## config.mk

```make
export PLATFORM = sky130hd
export DESIGN_NAME = ec_point_double_prime_field_core
export DESIGN_NICKNAME = d
export VERILOG_FILES = /design/src/design/ecpd_pkg.sv /design/src/design/ecpd_mulmod.sv /design/src/design/ecpd_inv.sv /design/src/design/ecpd_datapath.sv /design/src/design/ecpd_ctrl.sv /design/src/design/ec_point_double_prime_field_core.sv
export SDC_FILE = /design/constraint.sdc
export NUM_CORES = 2
export LEC_CHECK = 0
export BUFFER_PORTS_ARGS = -buffer_cell sky130_fd_sc_hd__buf_4
export CAP_MARGIN = 20
export CORE_MARGIN = 8
export CORE_UTILIZATION = 40
export DETAILED_ROUTE_END_ITERATION = 12
export GPL_ROUTABILITY_DRIVEN = 0
export HOLD_SLACK_MARGIN = 0.15
export PLACE_DENSITY = 0.54
export SYNTH_ARGS = -nofsm -noshare
export SYNTH_HDL_FRONTEND = slang
export SYNTH_SLANG_ARGS = --single-unit
```

## constraint.sdc

```tcl
create_clock -name clk_i -period 34.8 [get_ports clk_i]
set_input_delay 1.74 -clock clk_i [delete_from_list [all_inputs] [get_ports clk_i]]
set_output_delay 1.74 -clock clk_i [all_outputs]
set_load 0.01 [all_outputs]
```

## src/design/ecpd_pkg.sv

```systemverilog
// ----------------------------------------------------------------------------
// ecpd_pkg
// Shared types, constants and the doubling program for the EC point doubler.
// ----------------------------------------------------------------------------
package ecpd_pkg;

  localparam int unsigned FieldBitsDefault = 64;
  localparam int unsigned CfgWidth = 64;
  localparam logic [CfgWidth-1:0] ModReset = 64'hFFFF_FFFF_FFFF_FFC5;
  localparam logic [CfgWidth-1:0] CoeffReset = '0;

  typedef enum logic [0:0] {
    CFG_MODULUS = 1'b0,
    CFG_COEFF_A = 1'b1
  } cfg_idx_e;

  typedef enum logic [1:0] {
    OP_MUL = 2'd0,
    OP_INV = 2'd1,
    OP_ADD = 2'd2,
    OP_SUB = 2'd3
  } op_e;

  typedef enum logic [3:0] {
    SEL_ONE   = 4'd0,
    SEL_IN_X  = 4'd1,
    SEL_IN_Y  = 4'd2,
    SEL_CFG_A = 4'd3,
    SEL_X     = 4'd4,
    SEL_Y     = 4'd5,
    SEL_A     = 4'd6,
    SEL_T     = 4'd7,
    SEL_S     = 4'd8,
    SEL_V     = 4'd9,
    SEL_U     = 4'd10
  } sel_e;

  typedef enum logic [2:0] {
    DST_X = 3'd0,
    DST_Y = 3'd1,
    DST_A = 3'd2,
    DST_T = 3'd3,
    DST_S = 3'd4,
    DST_V = 3'd5,
    DST_U = 3'd6
  } dst_e;

  typedef struct packed {
    op_e  op;
    sel_e sel_a;
    sel_e sel_b;
    dst_e dst;
  } instr_t;

  typedef struct packed {
    logic   load;
    logic   exec;
    instr_t instr;
    logic   finish;
    logic   fail;
  } cmd_t;

  typedef struct packed {
    logic p_small;
    logic mul_done;
    logic inv_done;
    logic inv_fail;
  } status_t;

  localparam int unsigned StepWidth = 4;
  localparam logic [StepWidth-1:0] LastStep = 4'd15;

  function automatic instr_t prog(input logic [StepWidth-1:0] step);
    instr_t i;
    unique case (step)
      4'd0:    i = '{OP_MUL, SEL_ONE, SEL_IN_X,  DST_X};
      4'd1:    i = '{OP_MUL, SEL_ONE, SEL_IN_Y,  DST_Y};
      4'd2:    i = '{OP_MUL, SEL_ONE, SEL_CFG_A, DST_A};
      4'd3:    i = '{OP_ADD, SEL_Y,   SEL_Y,     DST_U};
      4'd4:    i = '{OP_INV, SEL_U,   SEL_U,     DST_V};
      4'd5:    i = '{OP_MUL, SEL_X,   SEL_X,     DST_T};
      4'd6:    i = '{OP_ADD, SEL_T,   SEL_T,     DST_S};
      4'd7:    i = '{OP_ADD, SEL_S,   SEL_T,     DST_S};
      4'd8:    i = '{OP_ADD, SEL_S,   SEL_A,     DST_S};
      4'd9:    i = '{OP_MUL, SEL_S,   SEL_V,     DST_S};
      4'd10:   i = '{OP_MUL, SEL_S,   SEL_S,     DST_T};
      4'd11:   i = '{OP_ADD, SEL_X,   SEL_X,     DST_U};
      4'd12:   i = '{OP_SUB, SEL_T,   SEL_U,     DST_T};
      4'd13:   i = '{OP_SUB, SEL_X,   SEL_T,     DST_U};
      4'd14:   i = '{OP_MUL, SEL_S,   SEL_U,     DST_U};
      default: i = '{OP_SUB, SEL_U,   SEL_Y,     DST_U};
    endcase
    return i;
  endfunction

endpackage

```

## src/design/ecpd_mulmod.sv

```systemverilog
// ----------------------------------------------------------------------------
// ecpd_mulmod
// Bit-serial modular multiplier, one multiplier bit per cycle, MSB first.
// ----------------------------------------------------------------------------
module ecpd_mulmod #(
  parameter int unsigned W = 64
) (
  input  logic         clk_i,
  input  logic         rst_ni,
  input  logic         start_i,
  input  logic [W-1:0] a_i,
  input  logic [W-1:0] b_i,
  input  logic [W-1:0] p_i,
  output logic         done_o,
  output logic [W-1:0] r_o
);

  localparam int unsigned CW = $clog2(W + 1);
  localparam logic [CW-1:0] CntInit = CW'(W);
  localparam logic [CW-1:0] CntOne = CW'(1);

  logic [W-1:0]  a_q, b_q, r_q, r_d;
  logic [CW-1:0] cnt_q;
  logic          busy_q, done_q;
  logic [W:0]    dbl, dbl_r, sum, sum_r;

  always_comb begin
    dbl   = {r_q, 1'b0};
    dbl_r = (dbl >= {1'b0, p_i}) ? dbl - {1'b0, p_i} : dbl;
    sum   = {1'b0, dbl_r[W-1:0]} + {1'b0, (b_q[W-1] ? a_q : '0)};
    sum_r = (sum >= {1'b0, p_i}) ? sum - {1'b0, p_i} : sum;
    r_d   = sum_r[W-1:0];
  end

  always_ff @(posedge clk_i or negedge rst_ni) begin
    if (!rst_ni) begin
      busy_q <= 1'b0;
      done_q <= 1'b0;
      cnt_q  <= '0;
    end else begin
      done_q <= 1'b0;
      if (start_i) begin
        busy_q <= 1'b1;
        cnt_q  <= CntInit;
      end else if (busy_q) begin
        cnt_q <= cnt_q - CntOne;
        if (cnt_q == CntOne) begin
          busy_q <= 1'b0;
          done_q <= 1'b1;
        end
      end
    end
  end

  always_ff @(posedge clk_i) begin
    if (start_i) begin
      a_q <= a_i;
      b_q <= b_i;
      r_q <= '0;
    end else if (busy_q) begin
      b_q <= {b_q[W-2:0], 1'b0};
      r_q <= r_d;
    end
  end

  assign done_o = done_q;
  assign r_o    = r_q;

endmodule

```

## src/design/ecpd_inv.sv

```systemverilog
// ----------------------------------------------------------------------------
// ecpd_inv
// Binary extended Euclid modular inverse, one reduction step per cycle.
// ----------------------------------------------------------------------------
module ecpd_inv #(
  parameter int unsigned W = 64
) (
  input  logic         clk_i,
  input  logic         rst_ni,
  input  logic         start_i,
  input  logic [W-1:0] v_i,
  input  logic [W-1:0] p_i,
  output logic         done_o,
  output logic         fail_o,
  output logic [W-1:0] r_o
);

  localparam logic [W-1:0] One = W'(1);

  logic [W-1:0] u_q, w_q, x1_q, x2_q, r_q;
  logic         busy_q, done_q, fail_q;
  logic [W:0]   x1_h, x2_h;
  logic [W-1:0] x1_m_x2, x2_m_x1;

  always_comb begin
    x1_h    = x1_q[0] ? ({1'b0, x1_q} + {1'b0, p_i}) : {1'b0, x1_q};
    x2_h    = x2_q[0] ? ({1'b0, x2_q} + {1'b0, p_i}) : {1'b0, x2_q};
    x1_m_x2 = (x1_q >= x2_q) ? x1_q - x2_q : x1_q - x2_q + p_i;
    x2_m_x1 = (x2_q >= x1_q) ? x2_q - x1_q : x2_q - x1_q + p_i;
  end

  always_ff @(posedge clk_i or negedge rst_ni) begin
    if (!rst_ni) begin
      busy_q <= 1'b0;
      done_q <= 1'b0;
      fail_q <= 1'b0;
    end else begin
      done_q <= 1'b0;
      if (start_i) begin
        fail_q <= 1'b0;
        if (!p_i[0]) begin
          done_q <= 1'b1;
          fail_q <= 1'b1;
        end else begin
          busy_q <= 1'b1;
        end
      end else if (busy_q) begin
        if (u_q == One || w_q == One) begin
          busy_q <= 1'b0;
          done_q <= 1'b1;
        end else if (u_q == '0 || w_q == '0) begin
          busy_q <= 1'b0;
          done_q <= 1'b1;
          fail_q <= 1'b1;
        end
      end
    end
  end

  always_ff @(posedge clk_i) begin
    if (start_i) begin
      u_q  <= v_i;
      w_q  <= p_i;
      x1_q <= One;
      x2_q <= '0;
    end else if (busy_q) begin
      priority if (u_q == One) begin
        r_q <= x1_q;
      end else if (w_q == One) begin
        r_q <= x2_q;
      end else if (u_q == '0 || w_q == '0) begin
        r_q <= '0;
      end else if (!u_q[0]) begin
        u_q  <= u_q >> 1;
        x1_q <= x1_h[W:1];
      end else if (!w_q[0]) begin
        w_q  <= w_q >> 1;
        x2_q <= x2_h[W:1];
      end else if (u_q >= w_q) begin
        u_q  <= u_q - w_q;
        x1_q <= x1_m_x2;
      end else begin
        w_q  <= w_q - u_q;
        x2_q <= x2_m_x1;
      end
    end
  end

  assign done_o = done_q;
  assign fail_o = fail_q;
  assign r_o    = r_q;

endmodule

```

## src/design/ecpd_datapath.sv

```systemverilog
// ----------------------------------------------------------------------------
// ecpd_datapath
// Operand registers, modular add/subtract, multiplier and inverse units.
// ----------------------------------------------------------------------------
module ecpd_datapath import ecpd_pkg::*; #(
  parameter int unsigned W = FieldBitsDefault
) (
  input  logic         clk_i,
  input  logic         rst_ni,
  input  cmd_t         cmd_i,
  output status_t      status_o,
  input  logic [W-1:0] p_i,
  input  logic [W-1:0] cfg_a_i,
  input  logic [W-1:0] in_x_i,
  input  logic [W-1:0] in_y_i,
  output logic [W-1:0] out_x_o,
  output logic [W-1:0] out_y_o,
  output logic         out_fail_o
);

  logic [W-1:0] in_x_q, in_y_q, x_q, y_q, a_q, t_q, s_q, v_q, u_q;
  logic [W-1:0] out_x_q, out_y_q;
  logic         out_fail_q;
  logic [W-1:0] opa, opb, alu, wdata, mul_r, inv_r;
  logic [W:0]   add_s;
  logic         mul_done, inv_done, inv_fail, wen;

  function automatic logic [W-1:0] pick(input sel_e sel, input logic [W-1:0] ix,
                                        input logic [W-1:0] iy, input logic [W-1:0] ca,
                                        input logic [W-1:0] rx, input logic [W-1:0] ry,
                                        input logic [W-1:0] ra, input logic [W-1:0] rt,
                                        input logic [W-1:0] rs, input logic [W-1:0] rv,
                                        input logic [W-1:0] ru);
    logic [W-1:0] v;
    unique case (sel)
      SEL_ONE:   v = W'(1);
      SEL_IN_X:  v = ix;
      SEL_IN_Y:  v = iy;
      SEL_CFG_A: v = ca;
      SEL_X:     v = rx;
      SEL_Y:     v = ry;
      SEL_A:     v = ra;
      SEL_T:     v = rt;
      SEL_S:     v = rs;
      SEL_V:     v = rv;
      SEL_U:     v = ru;
      default:   v = '0;
    endcase
    return v;
  endfunction

  always_comb begin
    opa   = pick(cmd_i.instr.sel_a, in_x_q, in_y_q, cfg_a_i, x_q, y_q, a_q, t_q, s_q, v_q, u_q);
    opb   = pick(cmd_i.instr.sel_b, in_x_q, in_y_q, cfg_a_i, x_q, y_q, a_q, t_q, s_q, v_q, u_q);
    add_s = {1'b0, opa} + {1'b0, opb};
    if (cmd_i.instr.op == OP_ADD) begin
      alu = (add_s >= {1'b0, p_i}) ? add_s[W-1:0] - p_i : add_s[W-1:0];
    end else begin
      alu = (opa >= opb) ? opa - opb : opa - opb + p_i;
    end
    wen   = 1'b0;
    wdata = alu;
    if (mul_done) begin
      wen   = 1'b1;
      wdata = mul_r;
    end else if (inv_done) begin
      wen   = !inv_fail;
      wdata = inv_r;
    end else if (cmd_i.exec && (cmd_i.instr.op == OP_ADD || cmd_i.instr.op == OP_SUB)) begin
      wen = 1'b1;
    end
  end

  ecpd_mulmod #(.W(W)) u_mul (
    .clk_i  (clk_i),
    .rst_ni (rst_ni),
    .start_i(cmd_i.exec && cmd_i.instr.op == OP_MUL),
    .a_i    (opa),
    .b_i    (opb),
    .p_i    (p_i),
    .done_o (mul_done),
    .r_o    (mul_r)
  );

  ecpd_inv #(.W(W)) u_inv (
    .clk_i  (clk_i),
    .rst_ni (rst_ni),
    .start_i(cmd_i.exec && cmd_i.instr.op == OP_INV),
    .v_i    (opa),
    .p_i    (p_i),
    .done_o (inv_done),
    .fail_o (inv_fail),
    .r_o    (inv_r)
  );

  always_ff @(posedge clk_i) begin
    if (cmd_i.load) begin
      in_x_q <= in_x_i;
      in_y_q <= in_y_i;
    end
    if (wen) begin
      unique case (cmd_i.instr.dst)
        DST_X:   x_q <= wdata;
        DST_Y:   y_q <= wdata;
        DST_A:   a_q <= wdata;
        DST_T:   t_q <= wdata;
        DST_S:   s_q <= wdata;
        DST_V:   v_q <= wdata;
        default: u_q <= wdata;
      endcase
    end
    if (cmd_i.finish) begin
      out_x_q <= cmd_i.fail ? '0 : t_q;
      out_y_q <= cmd_i.fail ? '0 : u_q;
    end
  end

  always_ff @(posedge clk_i or negedge rst_ni) begin
    if (!rst_ni) begin
      out_fail_q <= 1'b0;
    end else if (cmd_i.finish) begin
      out_fail_q <= cmd_i.fail;
    end
  end

  assign status_o   = '{p_small: (p_i < W'(2)), mul_done: mul_done,
                        inv_done: inv_done, inv_fail: inv_fail};
  assign out_x_o    = out_x_q;
  assign out_y_o    = out_y_q;
  assign out_fail_o = out_fail_q;

endmodule

```

## src/design/ecpd_ctrl.sv

```systemverilog
// ----------------------------------------------------------------------------
// ecpd_ctrl
// Sequencer that walks the doubling program and issues datapath commands.
// ----------------------------------------------------------------------------
module ecpd_ctrl import ecpd_pkg::*; (
  input  logic    clk_i,
  input  logic    rst_ni,
  input  logic    start_i,
  input  status_t status_i,
  output cmd_t    cmd_o,
  output logic    busy_o,
  output logic    done_o
);

  typedef enum logic [3:0] {
    ST_IDLE  = 4'b0001,
    ST_ISSUE = 4'b0010,
    ST_WAIT  = 4'b0100,
    ST_FIN   = 4'b1000
  } state_e;

  state_e                 state_q, state_d;
  logic [StepWidth-1:0]   step_q, step_d;
  logic                   fail_q, fail_d, done_q;
  instr_t                 instr;

  assign instr = prog(step_q);

  always_comb begin
    state_d = state_q;
    step_d  = step_q;
    fail_d  = fail_q;
    cmd_o   = '{load: 1'b0, exec: 1'b0, instr: instr, finish: 1'b0, fail: fail_q};
    unique case (state_q)
      ST_IDLE: begin
        if (start_i) begin
          cmd_o.load = 1'b1;
          step_d     = '0;
          fail_d     = status_i.p_small;
          state_d    = status_i.p_small ? ST_FIN : ST_ISSUE;
        end
      end
      ST_ISSUE: begin
        cmd_o.exec = 1'b1;
        if (instr.op == OP_MUL || instr.op == OP_INV) begin
          state_d = ST_WAIT;
        end else if (step_q == LastStep) begin
          state_d = ST_FIN;
        end else begin
          step_d  = step_q + 1'b1;
        end
      end
      ST_WAIT: begin
        if (status_i.inv_done && status_i.inv_fail) begin
          fail_d  = 1'b1;
          state_d = ST_FIN;
        end else if (status_i.mul_done || status_i.inv_done) begin
          if (step_q == LastStep) begin
            state_d = ST_FIN;
          end else begin
            step_d  = step_q + 1'b1;
            state_d = ST_ISSUE;
          end
        end
      end
      ST_FIN: begin
        cmd_o.finish = 1'b1;
        state_d      = ST_IDLE;
      end
      default: state_d = ST_IDLE;
    endcase
  end

  always_ff @(posedge clk_i or negedge rst_ni) begin
    if (!rst_ni) begin
      state_q <= ST_IDLE;
      step_q  <= '0;
      fail_q  <= 1'b0;
      done_q  <= 1'b0;
    end else begin
      state_q <= state_d;
      step_q  <= step_d;
      fail_q  <= fail_d;
      done_q  <= (state_q == ST_FIN);
    end
  end

  assign busy_o = (state_q != ST_IDLE);
  assign done_o = done_q;

endmodule

```

## src/design/ec_point_double_prime_field_core.sv

```systemverilog
// ----------------------------------------------------------------------------
// ec_point_double_prime_field_core
// Affine point doubling on y^2 = x^3 + a*x + b over a prime field.
//
//   channel  handshake            payload
//   input    start_i & !busy_o    point_x_i, point_y_i
//   result   done_o (one cycle)   double_x_o, double_y_o, no_inverse_o
//   config   cfg_we_i             cfg_idx_i, cfg_data_i
//
// One word runs seven multiplications in the bit-serial multiplier,
// eight add/subtract steps, one inversion and a finish step; when the
// modulus is below two the word goes straight to the finish step and is
// reported as having no inverse. Words are taken one at a time; the next
// word can be taken in the strobe cycle. Reset loads the default modulus
// and a zero coefficient. The result strobe cannot be stalled.
// ----------------------------------------------------------------------------
module ec_point_double_prime_field_core import ecpd_pkg::*; #(
  parameter int unsigned FIELD_BITS = FieldBitsDefault
) (
  input  logic                clk_i,
  input  logic                rst_ni,
  input  logic                start_i,
  output logic                busy_o,
  input  logic [63:0]         point_x_i,
  input  logic [63:0]         point_y_i,
  output logic                done_o,
  output logic [63:0]         double_x_o,
  output logic [63:0]         double_y_o,
  output logic                no_inverse_o,
  input  logic                cfg_we_i,
  input  logic                cfg_idx_i,
  input  logic [CfgWidth-1:0] cfg_data_i
);

  localparam int unsigned W = FIELD_BITS;

  logic [CfgWidth-1:0] mod_q, coeff_q;
  cmd_t                cmd;
  status_t             status;
  logic [W-1:0]        out_x, out_y;

  always_ff @(posedge clk_i or negedge rst_ni) begin
    if (!rst_ni) begin
      mod_q   <= ModReset;
      coeff_q <= CoeffReset;
    end else if (cfg_we_i) begin
      unique case (cfg_idx_e'(cfg_idx_i))
        CFG_MODULUS: mod_q   <= cfg_data_i;
        default:     coeff_q <= cfg_data_i;
      endcase
    end
  end

  ecpd_ctrl u_ctrl (
    .clk_i   (clk_i),
    .rst_ni  (rst_ni),
    .start_i (start_i),
    .status_i(status),
    .cmd_o   (cmd),
    .busy_o  (busy_o),
    .done_o  (done_o)
  );

  ecpd_datapath #(.W(W)) u_dp (
    .clk_i     (clk_i),
    .rst_ni    (rst_ni),
    .cmd_i     (cmd),
    .status_o  (status),
    .p_i       (mod_q[W-1:0]),
    .cfg_a_i   (coeff_q[W-1:0]),
    .in_x_i    (point_x_i[W-1:0]),
    .in_y_i    (point_y_i[W-1:0]),
    .out_x_o   (out_x),
    .out_y_o   (out_y),
    .out_fail_o(no_inverse_o)
  );

  assign double_x_o = 64'(out_x);
  assign double_y_o = 64'(out_y);

  a_fail_zero: assert property (@(posedge clk_i) disable iff (!rst_ni)
    (done_o && no_inverse_o) |-> (double_x_o == '0 && double_y_o == '0))
    else $error("no-inverse result carries nonzero coordinates");

  a_done_after_busy: assert property (@(posedge clk_i) disable iff (!rst_ni)
    done_o |-> $past(busy_o))
    else $error("result strobe without a word in flight");

  a_start_busy: assert property (@(posedge clk_i) disable iff (!rst_ni)
    (start_i && !busy_o) |=> busy_o)
    else $error("accepted word did not raise busy");

  a_single_strobe: assert property (@(posedge clk_i) disable iff (!rst_ni)
    done_o |=> !done_o)
    else $error("result strobe longer than one cycle");

endmodule
```

==> flow_metrics.env <==
export IMPL_area_growth_syn_to_layout_pct=10.1
export IMPL_wl_per_cell_um=31.3
export IMPL_drive_gt1_share_pct=8.14
export IMPL_pwr_share_comb_pct=68.4
export IMPL_maxSlewViolCount=0
export IMPL_synthesis_area_um2=118000
export IMPL_worst_pin_slew_ns=1.39
export IMPL_worstSetupStartpointType="register"
export IMPL_numCtsBuffers=172
export IMPL_rows=199
export IMPL_ir_drop_mv=0.206
export IMPL_fin_crit_sh_pct=40.3
export IMPL_via_count=119000
export IMPL_hold_class="register to register"
export IMPL_powerDensity_nw_per_um2=106
export IMPL_htree_levels=4
export IMPL_antenna_found_initial=34
export IMPL_arrival_ns=14.69
export IMPL_crit_path_top_delay_cell="a311oi_1"
export IMPL_endpoint_kind="register"
export IMPL_min_from="u_dp.u_mul.b_q[48]$_DFFE_PP_"
export IMPL_synthDistinctLibCells=108
export IMPL_grt_max_degree=93
export IMPL_avgViaCountPerCell=6.64
export IMPL_worst_path_buf_inv=3
export IMPL_final_common_cell="a21oi_1"
export IMPL_yosysWarnings=0
export IMPL_crit_fanout=76
export IMPL_pwr_share_clk_pct=13.4
export IMPL_drc=0
export IMPL_syn_inst=13900
export IMPL_drt_first_iter_violations=17300
export IMPL_critical_path_class="register to register"
export IMPL_start_util_pct=40.2
export IMPL_fin_skew_ns=0.0918
export IMPL_synth_edf_count=1024
export IMPL_synth_top_family_by_area="compound AO/OA/AOI/OAI gates"
export IMPL_holdBufCountCts=0
export IMPL_cts_resized=0
export IMPL_place_ws_ns=21.42
export IMPL_boundaryPins=328
export IMPL_synth_fp_nets=15100
export IMPL_synth_compound_area_share_pct=28.6
export IMPL_crit_path_frequent_cell="a21oi_1"
export IMPL_slew_headroom_pct=6.57
export IMPL_dp_hpwl_um=438000
export IMPL_io_buffers=327
export IMPL_layout_common_cells="a21oi_1 (1,568), nand2_1 (1,248), o21ai_0 (1,032)"
export IMPL_fin_tns_setup_ns=0
export IMPL_synth_main_ff_cell="edfxtp_1"
export IMPL_p_sw_share_pct=50.8
export IMPL_syn_area_per_cell_um2=8.45
export IMPL_grt_pass1_wl_um=787000
export IMPL_ant_nets=0
export IMPL_async_reset_ff_share_pct=11.0
export IMPL_fmax_ghz=0.0713
export IMPL_synthXorXnorAreaFrac_pct=6.55
export IMPL_grt_pass1_vias=110000
export IMPL_clkSinkCount=1367
export IMPL_status="complete, no violations"
export IMPL_power_switching_mw=7.00
export IMPL_die_width_um=559
export IMPL_slowest_delay_ns=0.97
export IMPL_ys_ff_latch=1367
export IMPL_core_um2=294000
export IMPL_seq_area_frac_synth_pct=32.6
export IMPL_nNetsFinal=15000
export IMPL_synthAdderAreaFrac_pct=10.5
export IMPL_synth_simple_area_share_pct=15.1
export IMPL_critPathTopFamily="compound AO/OA/AOI/OAI gates"
export IMPL_rsz0062_at_grt="no"
export IMPL_clkLatencyLatePin_ns=0.90
export IMPL_crit_path_start="mod_q[1]$_DFFE_PN0P_"
export IMPL_cts_tree="built"
export IMPL_drv_cap=0
export IMPL_wl_um=561000
export IMPL_synthMuxAreaShare_pct=1.82
export IMPL_hold_viol_final=0
export IMPL_grtUsageTotal_pct=34.0
export IMPL_path_clk_slew_ns=0.06
export IMPL_leakage_nw=52.9
export IMPL_drt_first_pass_iters=9
export IMPL_cts_max_path_buffers=4
export IMPL_setup_slack_ns=20.77
export IMPL_overflow=0
export IMPL_p_seq_share_pct=18.2
export IMPL_postCtsSetupBuffers=0
export IMPL_finalSetupViolCount=0
export IMPL_internal_power_mw=6.79
export IMPL_required_ns=35.46
export IMPL_r2r_start="mod_q[1]$_DFFE_PN0P_"
export IMPL_root_buffer="clkbuf_16"
export IMPL_fin_crit_ns=14.03
export IMPL_die_h_um=559
export IMPL_dieArea_um2=312000
## layer usage
layer  share of wire, %  vias to the layer above  track usage [%]
met4                8.7                        8             23.9
met3                 12                     1754             8.61
li1                   -                    51700                -
met2                 41                     8185             49.1
met1                 39                    57200             44.2
met5             0.0089                        -                0
## worst paths after layout
check | cells after the start | end | slack [ns]
hold reg to reg | 2 | u_dp.u_mul.b_q[49]$_DFFE_PP_ | 0.46
min in group asynchronous | 1 | u_dp.out_fail_o$_DFFE_PN0P_ | 0.73
max in group asynchronous | 3 | u_dp.u_mul.busy_q$_DFF_PN0_ | 32.06
hold / removal | 2 | u_dp.u_mul.b_q[49]$_DFFE_PP_ | 0.46
setup / recovery | 36 | u_dp.u_mul.r_o[0]$_SDFFE_PP0P_ | 20.77
setup reg to reg | 36 | u_dp.u_mul.r_o[0]$_SDFFE_PP0P_ | 20.77
## Yosys cell counts, drive strengths merged, types with 90 or more instances
cell type,instances,share of area (%)
o21a,95,0.61
a22o,162,1.2
a221oi,245,1.8
mux2,93,0.89
edfxtp,1024,26
nand3,243,1.0
o211ai,103,0.66
o21ai,1061,4.5
mux2i,110,0.93
nand4,230,1.2
dfrtp,90,1.9
a22oi,178,1.1
nor3,193,0.82
a21o,571,3.6
ha,961,10
buf,131,0.53
a21oi,1570,6.7
and3,156,0.83
and2,127,0.67
inv,651,2.1
nand2b,120,0.64
nor2,1024,3.3
clkbuf,703,2.2
nor2b,234,1.2
a31oi,152,0.82
dfxtp,192,3.3
xor2,311,2.3
o21bai,209,1.3
xnor2,571,4.2
nand2,1249,4.0
a211oi,260,1.7
## tightest hold or removal path, cell delays in order, from the launching register on
cell	delay [ns]
edfxtp_1	0.32
nand2_1	0.04
o21ai_0	0.05
## power by group through the flow
stage	combinational, mW	sequential, mW	clock [mW]
after floorplan	6.61	2.39	0
after global placement	8.95	2.53	0
after detailed placement	9.04	2.53	0
after CTS	9.11	2.50	1.86
after global routing	10.2	2.51	1.92
final	9.44	2.51	1.85
## stage by stage
stage | hold slack [ns] | util, % | total power, mW | instances | instance area, um^2
2_1_floorplan | 0.464 | - | 9.00 | 13900 | 118000
3_3_place_gp | 0.491 | 42.2 | 11.5 | 17600 | 124000
3_5_place_dp | 0.497 | 42.3 | 11.6 | 17600 | 124000
4_1_cts | 0.456 | 44.2 | 13.5 | 17900 | 130000
5_1_grt | 0.484 | 44.2 | 14.6 | 17900 | 130000
6_report | 0.460 | 44.2 | 13.8 | 17900 | 130000
## cells by family after synthesis
kind of cell               after synthesis
buffers and inverters                 1492
adders and majority gates              976
AOI/OAI and AO/OA                     5217
and+or+nand+nor                       3812
muxes                                  203
DFF                                   1367
xor gates and xnor gates               882
## final cells by class
class                      instances  area (um^2)
multi-input combinational      11100        74100
sequential                      1367        38500
clock inverter                    86          932
fill                           28800       164000
timing repair buffer             554         4180
clock buffer                     221         4710
antenna                           15         37.5
tap                             3919         4900
inverter                         658         2470
Note: power is estimated with default switching activity, not from simulation.
